`config.mk`:
```
export PLATFORM = sky130hd
export DESIGN_NAME = rsa_modular_exponentiation
export DESIGN_NICKNAME = d
export VERILOG_FILES = /design/src/rtl/core/rme_pkg.sv /design/src/rtl/core/rme_modmul.sv /design/src/rtl/core/rsa_modular_exponentiation.sv
export VERILOG_INCLUDE_DIRS = /design/src /design/src/rtl/core
export SDC_FILE = /design/constraint.sdc
export NUM_CORES = 1
export LEC_CHECK = 0
export ABC_AREA = 1
export BUFFER_PORTS_ARGS = -buffer_cell sky130_fd_sc_hd__buf_2
export CAP_MARGIN = 20
export CORE_ASPECT_RATIO = 1.75
export CORE_UTILIZATION = 55
export CTS_CLUSTER_SIZE = 24
export DETAILED_ROUTE_END_ITERATION = 7
export PLACE_DENSITY = 0.75
export RECOVER_POWER = 100
export SETUP_SLACK_MARGIN = 0.1
export SYNTH_ARGS = -nofsm -noshare
export SYNTH_HDL_FRONTEND = slang
export SYNTH_SLANG_ARGS = --single-unit
```
`constraint.sdc`:
```
create_clock -name i_clk -period 8.9 [get_ports i_clk]
set_input_delay 0.445 -clock i_clk [delete_from_list [all_inputs] [get_ports i_clk]]
set_output_delay 0.445 -clock i_clk [all_outputs]
set_load 0.005 [all_outputs]
```
`src/rtl/core/rsa_modular_exponentiation_defines.svh`:
```
// Assertion macros shared by the modular exponentiation RTL.
// No dependencies; define NO_ASSERTIONS to compile the checks out.
`ifndef RSA_MODULAR_EXPONENTIATION_DEFINES_SVH
`define RSA_MODULAR_EXPONENTIATION_DEFINES_SVH

`ifndef NO_ASSERTIONS

// Same-cycle implication, disabled while reset is asserted.
`define RME_ASSERT_IMPLY(name, clk, rst_n, ante, cons) \
    name: assert property (@(posedge clk) disable iff (!rst_n) (ante) |-> (cons)) \
        else $error("same-cycle check failed");

// Next-cycle implication, disabled while reset is asserted.
`define RME_ASSERT_NEXT(name, clk, rst_n, ante, cons) \
    name: assert property (@(posedge clk) disable iff (!rst_n) (ante) |=> (cons)) \
        else $error("next-cycle check failed");

`else

`define RME_ASSERT_IMPLY(name, clk, rst_n, ante, cons)
`define RME_ASSERT_NEXT(name, clk, rst_n, ante, cons)

`endif

`endif

```
`src/rtl/core/rme_pkg.sv`:
```
// Shared types, constants and the radix-2 modular step for the exponentiation core.
// No dependencies; used by rme_modmul and rsa_modular_exponentiation.
package rme_pkg;

    // Operand width and digit size of the serial multiplier.
    localparam int VALUE_BITS = 12;
    localparam int DIGIT_BITS = 2;
    localparam int DIGITS     = VALUE_BITS / DIGIT_BITS;
    localparam int CNT_W      = $clog2(DIGITS);
    localparam int BIT_W      = $clog2(VALUE_BITS);
    localparam int CFG_IDX_W  = 2;

    typedef logic [VALUE_BITS-1:0] t_value;
    typedef logic [VALUE_BITS:0]   t_modulus;
    typedef logic [VALUE_BITS+1:0] t_wide;
    typedef logic [CFG_IDX_W-1:0]  t_cfg_idx;

    // Configuration register indexes.
    localparam t_cfg_idx CFG_EXPONENT = t_cfg_idx'(0);
    localparam t_cfg_idx CFG_MODULUS  = t_cfg_idx'(1);

    // Reset values of the configuration registers.
    localparam t_value EXP_RESET = t_value'(1);
    localparam t_value MOD_RESET = '1;
    localparam t_value VALUE_ONE = t_value'(1);

    // Request to the serial multiplier: product = mcand * mplier mod modulus.
    typedef struct packed {
        logic     start;
        t_value   mcand;
        t_value   mplier;
        t_modulus modulus;
    } t_mul_req;

    // Response from the serial multiplier.
    typedef struct packed {
        logic   done;
        t_value product;
    } t_mul_rsp;

    // One multiplier bit: r' = (2r + b*a) mod m, with r < m and a <= m.
    function automatic t_value f_bit_step(t_value r, t_value a, logic b, t_modulus m);
        t_wide d;
        t_wide s;
        t_wide mw;
        mw = {1'b0, m};
        d  = {1'b0, r, 1'b0};
        if (d >= mw) begin
            d = d - mw;
        end
        s = d + (b ? {2'b00, a} : '0);
        if (s >= mw) begin
            s = s - mw;
        end
        return s[VALUE_BITS-1:0];
    endfunction

endpackage

```
`src/rtl/core/rme_modmul.sv`:
```
// Digit-serial modular multiplier, DIGIT_BITS multiplier bits per cycle, MSB first.
// Depends on rme_pkg for widths, request and response structs and the bit step.
module rme_modmul (
    input  logic              i_clk,
    input  logic              i_rst_n,
    input  rme_pkg::t_mul_req i_req,
    output rme_pkg::t_mul_rsp o_rsp
);

    logic                       r_busy;
    logic                       r_done;
    logic [rme_pkg::CNT_W-1:0]  r_cnt;
    rme_pkg::t_value            r_mplier;
    rme_pkg::t_value            r_mcand;
    rme_pkg::t_modulus          r_mod;
    rme_pkg::t_value            r_acc;
    rme_pkg::t_value            n_acc;

    // Two interleaved double-and-add steps for the top digit of the multiplier.
    always_comb begin
        rme_pkg::t_value tmp;
        tmp = r_acc;
        for (int i = 0; i < rme_pkg::DIGIT_BITS; i++) begin
            tmp = rme_pkg::f_bit_step(tmp, r_mcand, r_mplier[rme_pkg::VALUE_BITS-1-i], r_mod);
        end
        n_acc = tmp;
    end

    // Control: a start loads the operands, then one digit is consumed per cycle.
    always_ff @(posedge i_clk) begin
        if (!i_rst_n) begin
            r_busy <= 1'b0;
            r_done <= 1'b0;
            r_cnt  <= '0;
        end else begin
            r_done <= 1'b0;
            if (i_req.start) begin
                r_busy <= 1'b1;
                r_cnt  <= '0;
            end else if (r_busy) begin
                r_cnt <= r_cnt + 1'b1;
                if (r_cnt == rme_pkg::CNT_W'(rme_pkg::DIGITS - 1)) begin
                    r_busy <= 1'b0;
                    r_done <= 1'b1;
                end
            end
        end
    end

    // Datapath: multiplier shift register and partial remainder.
    always_ff @(posedge i_clk) begin
        if (i_req.start) begin
            r_mplier <= i_req.mplier;
            r_mcand  <= i_req.mcand;
            r_mod    <= i_req.modulus;
            r_acc    <= '0;
        end else if (r_busy) begin
            r_mplier <= r_mplier << rme_pkg::DIGIT_BITS;
            r_acc    <= n_acc;
        end
    end

    assign o_rsp.done    = r_done;
    assign o_rsp.product = r_acc;

endmodule

```
`src/rtl/core/rsa_modular_exponentiation.sv`:
```
// Channel   | Direction | Signals                                      | Transaction
// command   | in        | start, busy, i_message_value                 | start & !busy
// result    | out       | o_done, o_transformed_value                  | o_done, one cycle
// config    | in        | i_cfg_valid, o_cfg_ready, i_cfg_index/_data  | valid & ready
//
// Unless the exponent is zero, each value is first reduced, then handled by
// left-to-right square-and-multiply. Every modular product is formed in the shared
// serial multiplier, and each exponent bit also passes through the bit-select state.
// A zero exponent gives the result 1 without the multiplier.
// Reset (synchronous, active low) restores exponent 1 and modulus 4095.
// Results cannot be stalled; busy drops in the cycle the result strobe is shown.
`include "rsa_modular_exponentiation_defines.svh"

module rsa_modular_exponentiation (
    input  logic                      i_clk,
    input  logic                      i_rst_n,
    input  logic                      start,
    output logic                      busy,
    input  rme_pkg::t_value           i_message_value,
    output logic                      o_done,
    output rme_pkg::t_value           o_transformed_value,
    input  logic                      i_cfg_valid,
    output logic                      o_cfg_ready,
    input  rme_pkg::t_cfg_idx         i_cfg_index,
    input  rme_pkg::t_value           i_cfg_data
);

    // Sequencer states.
    localparam logic [2:0] S_IDLE   = 3'd0;
    localparam logic [2:0] S_REDUCE = 3'd1;
    localparam logic [2:0] S_BIT    = 3'd2;
    localparam logic [2:0] S_SQR    = 3'd3;
    localparam logic [2:0] S_MUL    = 3'd4;

    logic [2:0]                r_state;
    logic [2:0]                n_state;
    rme_pkg::t_value           r_exponent;
    rme_pkg::t_value           r_modulus;
    rme_pkg::t_value           r_base;
    rme_pkg::t_value           n_base;
    rme_pkg::t_value           r_acc;
    rme_pkg::t_value           n_acc;
    logic [rme_pkg::BIT_W-1:0] r_bit;
    logic [rme_pkg::BIT_W-1:0] n_bit;
    logic                      r_started;
    logic                      n_started;
    rme_pkg::t_value           r_result;
    rme_pkg::t_value           n_result;
    logic                      r_done;
    logic                      n_done;
    logic                      advance;
    logic                      exp_bit;
    rme_pkg::t_modulus         mod_eff;
    rme_pkg::t_mul_req         mul_req;
    rme_pkg::t_mul_rsp         mul_rsp;

    // A modulus of zero stands for 2^VALUE_BITS.
    assign mod_eff = {(r_modulus == '0), r_modulus};
    assign exp_bit = r_exponent[r_bit];

    // Configuration registers; writes are always taken.
    assign o_cfg_ready = 1'b1;

    always_ff @(posedge i_clk) begin
        if (!i_rst_n) begin
            r_exponent <= rme_pkg::EXP_RESET;
            r_modulus  <= rme_pkg::MOD_RESET;
        end else if (i_cfg_valid && o_cfg_ready) begin
            case (i_cfg_index)
                rme_pkg::CFG_EXPONENT: r_exponent <= i_cfg_data;
                rme_pkg::CFG_MODULUS:  r_modulus  <= i_cfg_data;
                default: ;
            endcase
        end
    end

    // Shared serial modular multiplier.
    rme_modmul u_modmul (
        .i_clk   (i_clk),
        .i_rst_n (i_rst_n),
        .i_req   (mul_req),
        .o_rsp   (mul_rsp)
    );

    // Square-and-multiply sequencer.
    always_comb begin
        n_state         = r_state;
        n_base          = r_base;
        n_acc           = r_acc;
        n_bit           = r_bit;
        n_started       = r_started;
        n_result        = r_result;
        n_done          = 1'b0;
        advance         = 1'b0;
        mul_req.start   = 1'b0;
        mul_req.mcand   = r_base;
        mul_req.mplier  = r_acc;
        mul_req.modulus = mod_eff;
        case (r_state)
            S_IDLE: begin
                if (start) begin
                    if (r_exponent == '0) begin
                        n_result = rme_pkg::VALUE_ONE;
                        n_done   = 1'b1;
                    end else begin
                        // Reduce the message: message * 1 mod modulus.
                        mul_req.start  = 1'b1;
                        mul_req.mcand  = rme_pkg::VALUE_ONE;
                        mul_req.mplier = i_message_value;
                        n_state        = S_REDUCE;
                    end
                end
            end
            S_REDUCE: begin
                if (mul_rsp.done) begin
                    n_base    = mul_rsp.product;
                    n_acc     = rme_pkg::VALUE_ONE;
                    n_bit     = rme_pkg::BIT_W'(rme_pkg::VALUE_BITS - 1);
                    n_started = 1'b0;
                    n_state   = S_BIT;
                end
            end
            S_BIT: begin
                if (r_started) begin
                    mul_req.start = 1'b1;
                    mul_req.mcand = r_acc;
                    n_state       = S_SQR;
                end else if (exp_bit) begin
                    mul_req.start = 1'b1;
                    n_state       = S_MUL;
                end else begin
                    advance = 1'b1;
                end
            end
            S_SQR: begin
                if (mul_rsp.done) begin
                    n_acc = mul_rsp.product;
                    if (exp_bit) begin
                        mul_req.start  = 1'b1;
                        mul_req.mplier = mul_rsp.product;
                        n_state        = S_MUL;
                    end else begin
                        advance = 1'b1;
                    end
                end
            end
            S_MUL: begin
                if (mul_rsp.done) begin
                    n_acc     = mul_rsp.product;
                    n_started = 1'b1;
                    advance   = 1'b1;
                end
            end
            default: begin
                n_state = S_IDLE;
            end
        endcase

        // Move to the next exponent bit, or finish after the last one.
        if (advance) begin
            if (r_bit == '0) begin
                n_result = n_acc;
                n_done   = 1'b1;
                n_state  = S_IDLE;
            end else begin
                n_bit   = r_bit - 1'b1;
                n_state = S_BIT;
            end
        end
    end

    // Control state.
    always_ff @(posedge i_clk) begin
        if (!i_rst_n) begin
            r_state   <= S_IDLE;
            r_done    <= 1'b0;
            r_started <= 1'b0;
        end else begin
            r_state   <= n_state;
            r_done    <= n_done;
            r_started <= n_started;
        end
    end

    // Working values and result.
    always_ff @(posedge i_clk) begin
        r_base   <= n_base;
        r_acc    <= n_acc;
        r_bit    <= n_bit;
        r_result <= n_result;
    end

    assign busy                = (r_state != S_IDLE);
    assign o_done              = r_done;
    assign o_transformed_value = r_result;

    // The result strobe is only shown once the sequencer is back in idle.
    `RME_ASSERT_IMPLY(a_done_idle, i_clk, i_rst_n, o_done, !busy)
    // An accepted command either starts work or answers in the next cycle.
    `RME_ASSERT_NEXT(a_start_progress, i_clk, i_rst_n, start && !busy, busy || o_done)
    // The multiplier only answers while the sequencer waits for a product.
    `RME_ASSERT_IMPLY(a_mul_owner, i_clk, i_rst_n, mul_rsp.done,
        r_state == S_REDUCE || r_state == S_SQR || r_state == S_MUL)
    // A result from a nonzero exponent is fully reduced.
    `RME_ASSERT_IMPLY(a_reduced, i_clk, i_rst_n,
        o_done && (r_exponent != '0) && (r_modulus != '0), o_transformed_value < r_modulus)

endmodule
```
==> flow_summary.toml <==
[die]
die_area_mm2 = 0.0177
pin_count = 45
die_w_um = 101
core_area_mm2 = 0.0166
die_y_um = 175
start_util_pct = 56.7
num_rows = 62

[routing]
drt-wirelength-per-cell_um = 19.2
drc = 0
viasPerCell = 5.69
via_count = 10400
wl_met2_um = 17400
routed.top_layer = "met4"
dr.pass1.iters = 7
wl_met1_um = 10900
wl_met3_um = 2550
ant_nets = 0
wl_um = 35100
first_iter_violations = 641

[cts]
cts-buffers-inserted = 25
clk_latency_ns = 0.46
root_buffer = "clkbuf_16"
cts_tree = "yes"
path_clk_slew_ns = 0.05
clockBufferDepth = 3
h-tree-depth = 4
clock_sinks = 123

[setup_path]
crit_path_start_kind = "flop"
ff2ff_setup_slack_ns = -0.47
critPathKind = "flop to flop"
worstPathMaxFanout = 8
end_kind = "flop"
crit_path_max_incr_delay_ns = 0.42
slowest_stage = "edfxtp_1"
required_ns = 9.28
path_common_cell = "nand2_1"
worst-endpoint-arrival_ns = 9.75

[status]
status = "finished, violations left"
violations = "setup timing"

[sta]
finalSetupViolCount = 12
hold_viol_final = 0
slew_headroom_pct = 34.1
fin_hold_ws_ns = 0.221
period_needed_ns = 9.37
rsz0062_at_grt = "true"
clock_skew_ns = 0.0159
fin_ws_ns = -0.466
slew_violations = 0
worstMarginPinSlew_ns = 0.985
fmaxAchievable_mhz = 107
timing.final.crit_share_pct = 105

[synthesis]
synth-simple-area-share_pct = 25.3
syn_avg_cell_area_um2 = 7.32
synth-seq-cells = 123
synth_flop_cell = "dfxtp_1"
synth_compound_area_share_pct = 16.4
synth_edf_count = 49
synthMuxAreaShare_pct = 0
syn_inst = 1285
synthAdderAreaFrac_pct = 12.1
synth_top_family_by_area = "simple AND/OR/NAND/NOR gates"
synthXorXnorAreaFrac_pct = 5.31
syn_nets = 1402
yosys_warnings = 0
syn_area_mm2 = 0.00941
ys_seq_area_share_pct = 31.4
synth.distinct_cells = 55
synth-async-reset-ratio_pct = 0

[place]
placedCellCount = 1716
gp_congestion = 1.05
port_buffers = 43
dp_hpwl_um = 24800

[finish]
final_cells = 1828
drive_gt1_share_pct = 31.5
post-route-util_pct = 79.5
diodes = 0
layout.nets = 1715
synthToLayoutAreaGrowth_pct = 40.3

[global_route]
antenna_found_initial = 0
grt_pass1_vias = 10800
overflow = 0
grt_usage_pct = 40.1
grt_max_degree = 49
grt_pass1_wl_um = 53300

[min_path]
hold_path.class = "input pin to flop"

[run]
maxCapViolCount = 0
==> cells in the mapped netlist, types with 4 or more instances <==
| library cell | n | area [µm²] |
|---|---|---|
| nand3_4 | 5 | 87.6 |
| o21bai_1 | 7 | 52.6 |
| inv_2 | 9 | 33.8 |
| fa_1 | 6 | 120 |
| nor2_4 | 6 | 67.6 |
| inv_1 | 192 | 721 |
| a211oi_1 | 9 | 67.6 |
| nand3_2 | 6 | 60.1 |
| xnor2_1 | 22 | 193 |
| nand2_2 | 10 | 62.6 |
| o21ai_0 | 81 | 405 |
| nand2_1 | 295 | 1110 |
| nand4_1 | 14 | 87.6 |
| o211ai_1 | 9 | 67.6 |
| o21ai_1 | 12 | 60.1 |
| a31oi_1 | 19 | 119 |
| nor3_1 | 10 | 50.1 |
| clkbuf_1 | 17 | 63.8 |
| dfxtp_1 | 74 | 1480 |
| buf_2 | 5 | 25.0 |
| or2_2 | 6 | 37.5 |
| xor2_1 | 35 | 307 |
| clkinv_1 | 4 | 15.0 |
| edfxtp_1 | 49 | 1470 |
| nor2_1 | 99 | 372 |
| nor2_2 | 6 | 37.5 |
| nand3_1 | 49 | 245 |
| nor4_1 | 5 | 31.3 |
| a21oi_1 | 93 | 465 |
| ha_1 | 81 | 1010 |
==> worst max-delay path: cells and delay by family, from the launching register on <==
family          cells  cell delay, ns
compound gates     20            3.38
simple gates       21            2.09
fa+ha+maj           7            1.98
buf+inv             8            1.00
xor+xnor            2            0.42
flops               1            0.42
==> cells by family after synthesis <==
logic type      Yosys count
xor+xnor                 57
buf+inv                 230
fa+ha+maj                87
flops                   123
other cells               1
compound gates          263
simple gates            524
==> per-layer routing <==
metal	global-route usage, %	vias up
li1	-	4879
met1	36.4	4717
met2	69.3	539
met3	9.56	261
met4	41.1	0
met5	0	-
==> timing repair <==
action                     4_1_cts  5_1_grt
gates resized for setup         77       62
pin swaps                       55       40
hold buffers                     0        0
setup buffers                   60       15
setup endpoints to repair       12       12
cloned                           4        0
==> through the flow <==
stage,setup slack [ns],TNS (ns),area [µm²]
6_report,-0.466,-5.06,13200
3_3_place_gp,-0.263,-2.14,11300
3_5_place_dp,-0.493,-5.00,11300
2_1_floorplan,-0.00588,-0.0174,9560
5_1_grt,-1.01,-11.58,13200
4_1_cts,-0.0617,-0.225,12900
==> final cells by class <==
type	count	area [µm²]
fillers	1168	3410
well taps	224	280
repair inverters	2	15.0
flip-flops and latches	123	2950
repair buffers	308	2220
clock inverters	2	8.76
inverters	205	787
multi-input cells	933	6250
clock buffers	31	678
==> path summary, 6_finish.rpt <==
kind / startpoint / endpoint / cells after the start
worst max-delay path: u_modmul.r_mod[1]$_DFFE_PP_ / u_modmul.r_acc[11]$_SDFFE_PP0P_ / 58
worst min-delay path: i_cfg_data[7] / r_modulus[7]$_SDFFE_PN1P_ / 3
worst max register to register: u_modmul.r_mod[1]$_DFFE_PP_ / u_modmul.r_acc[11]$_SDFFE_PP0P_ / 58
worst min register to register: r_modulus[4]$_SDFFE_PN1P_ / u_modmul.r_mod[4]$_DFFE_PP_ / 0
==> flip-flops by register name, summed over array words and instances (netlist names) <==
name / cells
u_modmul.r_mod: 13
u_modmul.r_busy: 1
u_modmul.r_mcand: 12
r_exponent: 12
u_modmul.r_mplier: 12
u_modmul.r_done: 1
u_modmul.r_cnt: 3
r_started: 1
r_acc: 12
r_modulus: 12
o_done: 1
r_bit: 4
u_modmul.r_acc: 12
r_state: 3
r_base: 12
o_transformed_value: 12
==> placed cells by master (no fill, tap or decap), types with 20 or more instances in the layout <==
cell type	instances
clkbuf_16	25
edfxtp_1	49
nand2_2	26
ha_4	23
xor2_1	32
nand3_1	47
nand2_1	274
dfxtp_1	73
buf_2	39
buf_4	246
inv_2	22
o21ai_1	20
inv_1	174
ha_1	54
o21ai_0	62
nor2_1	96
a21oi_1	80
Power is not shown: default switching activity piles up to over one toggle a cycle in this logic, so the estimate is an artifact.
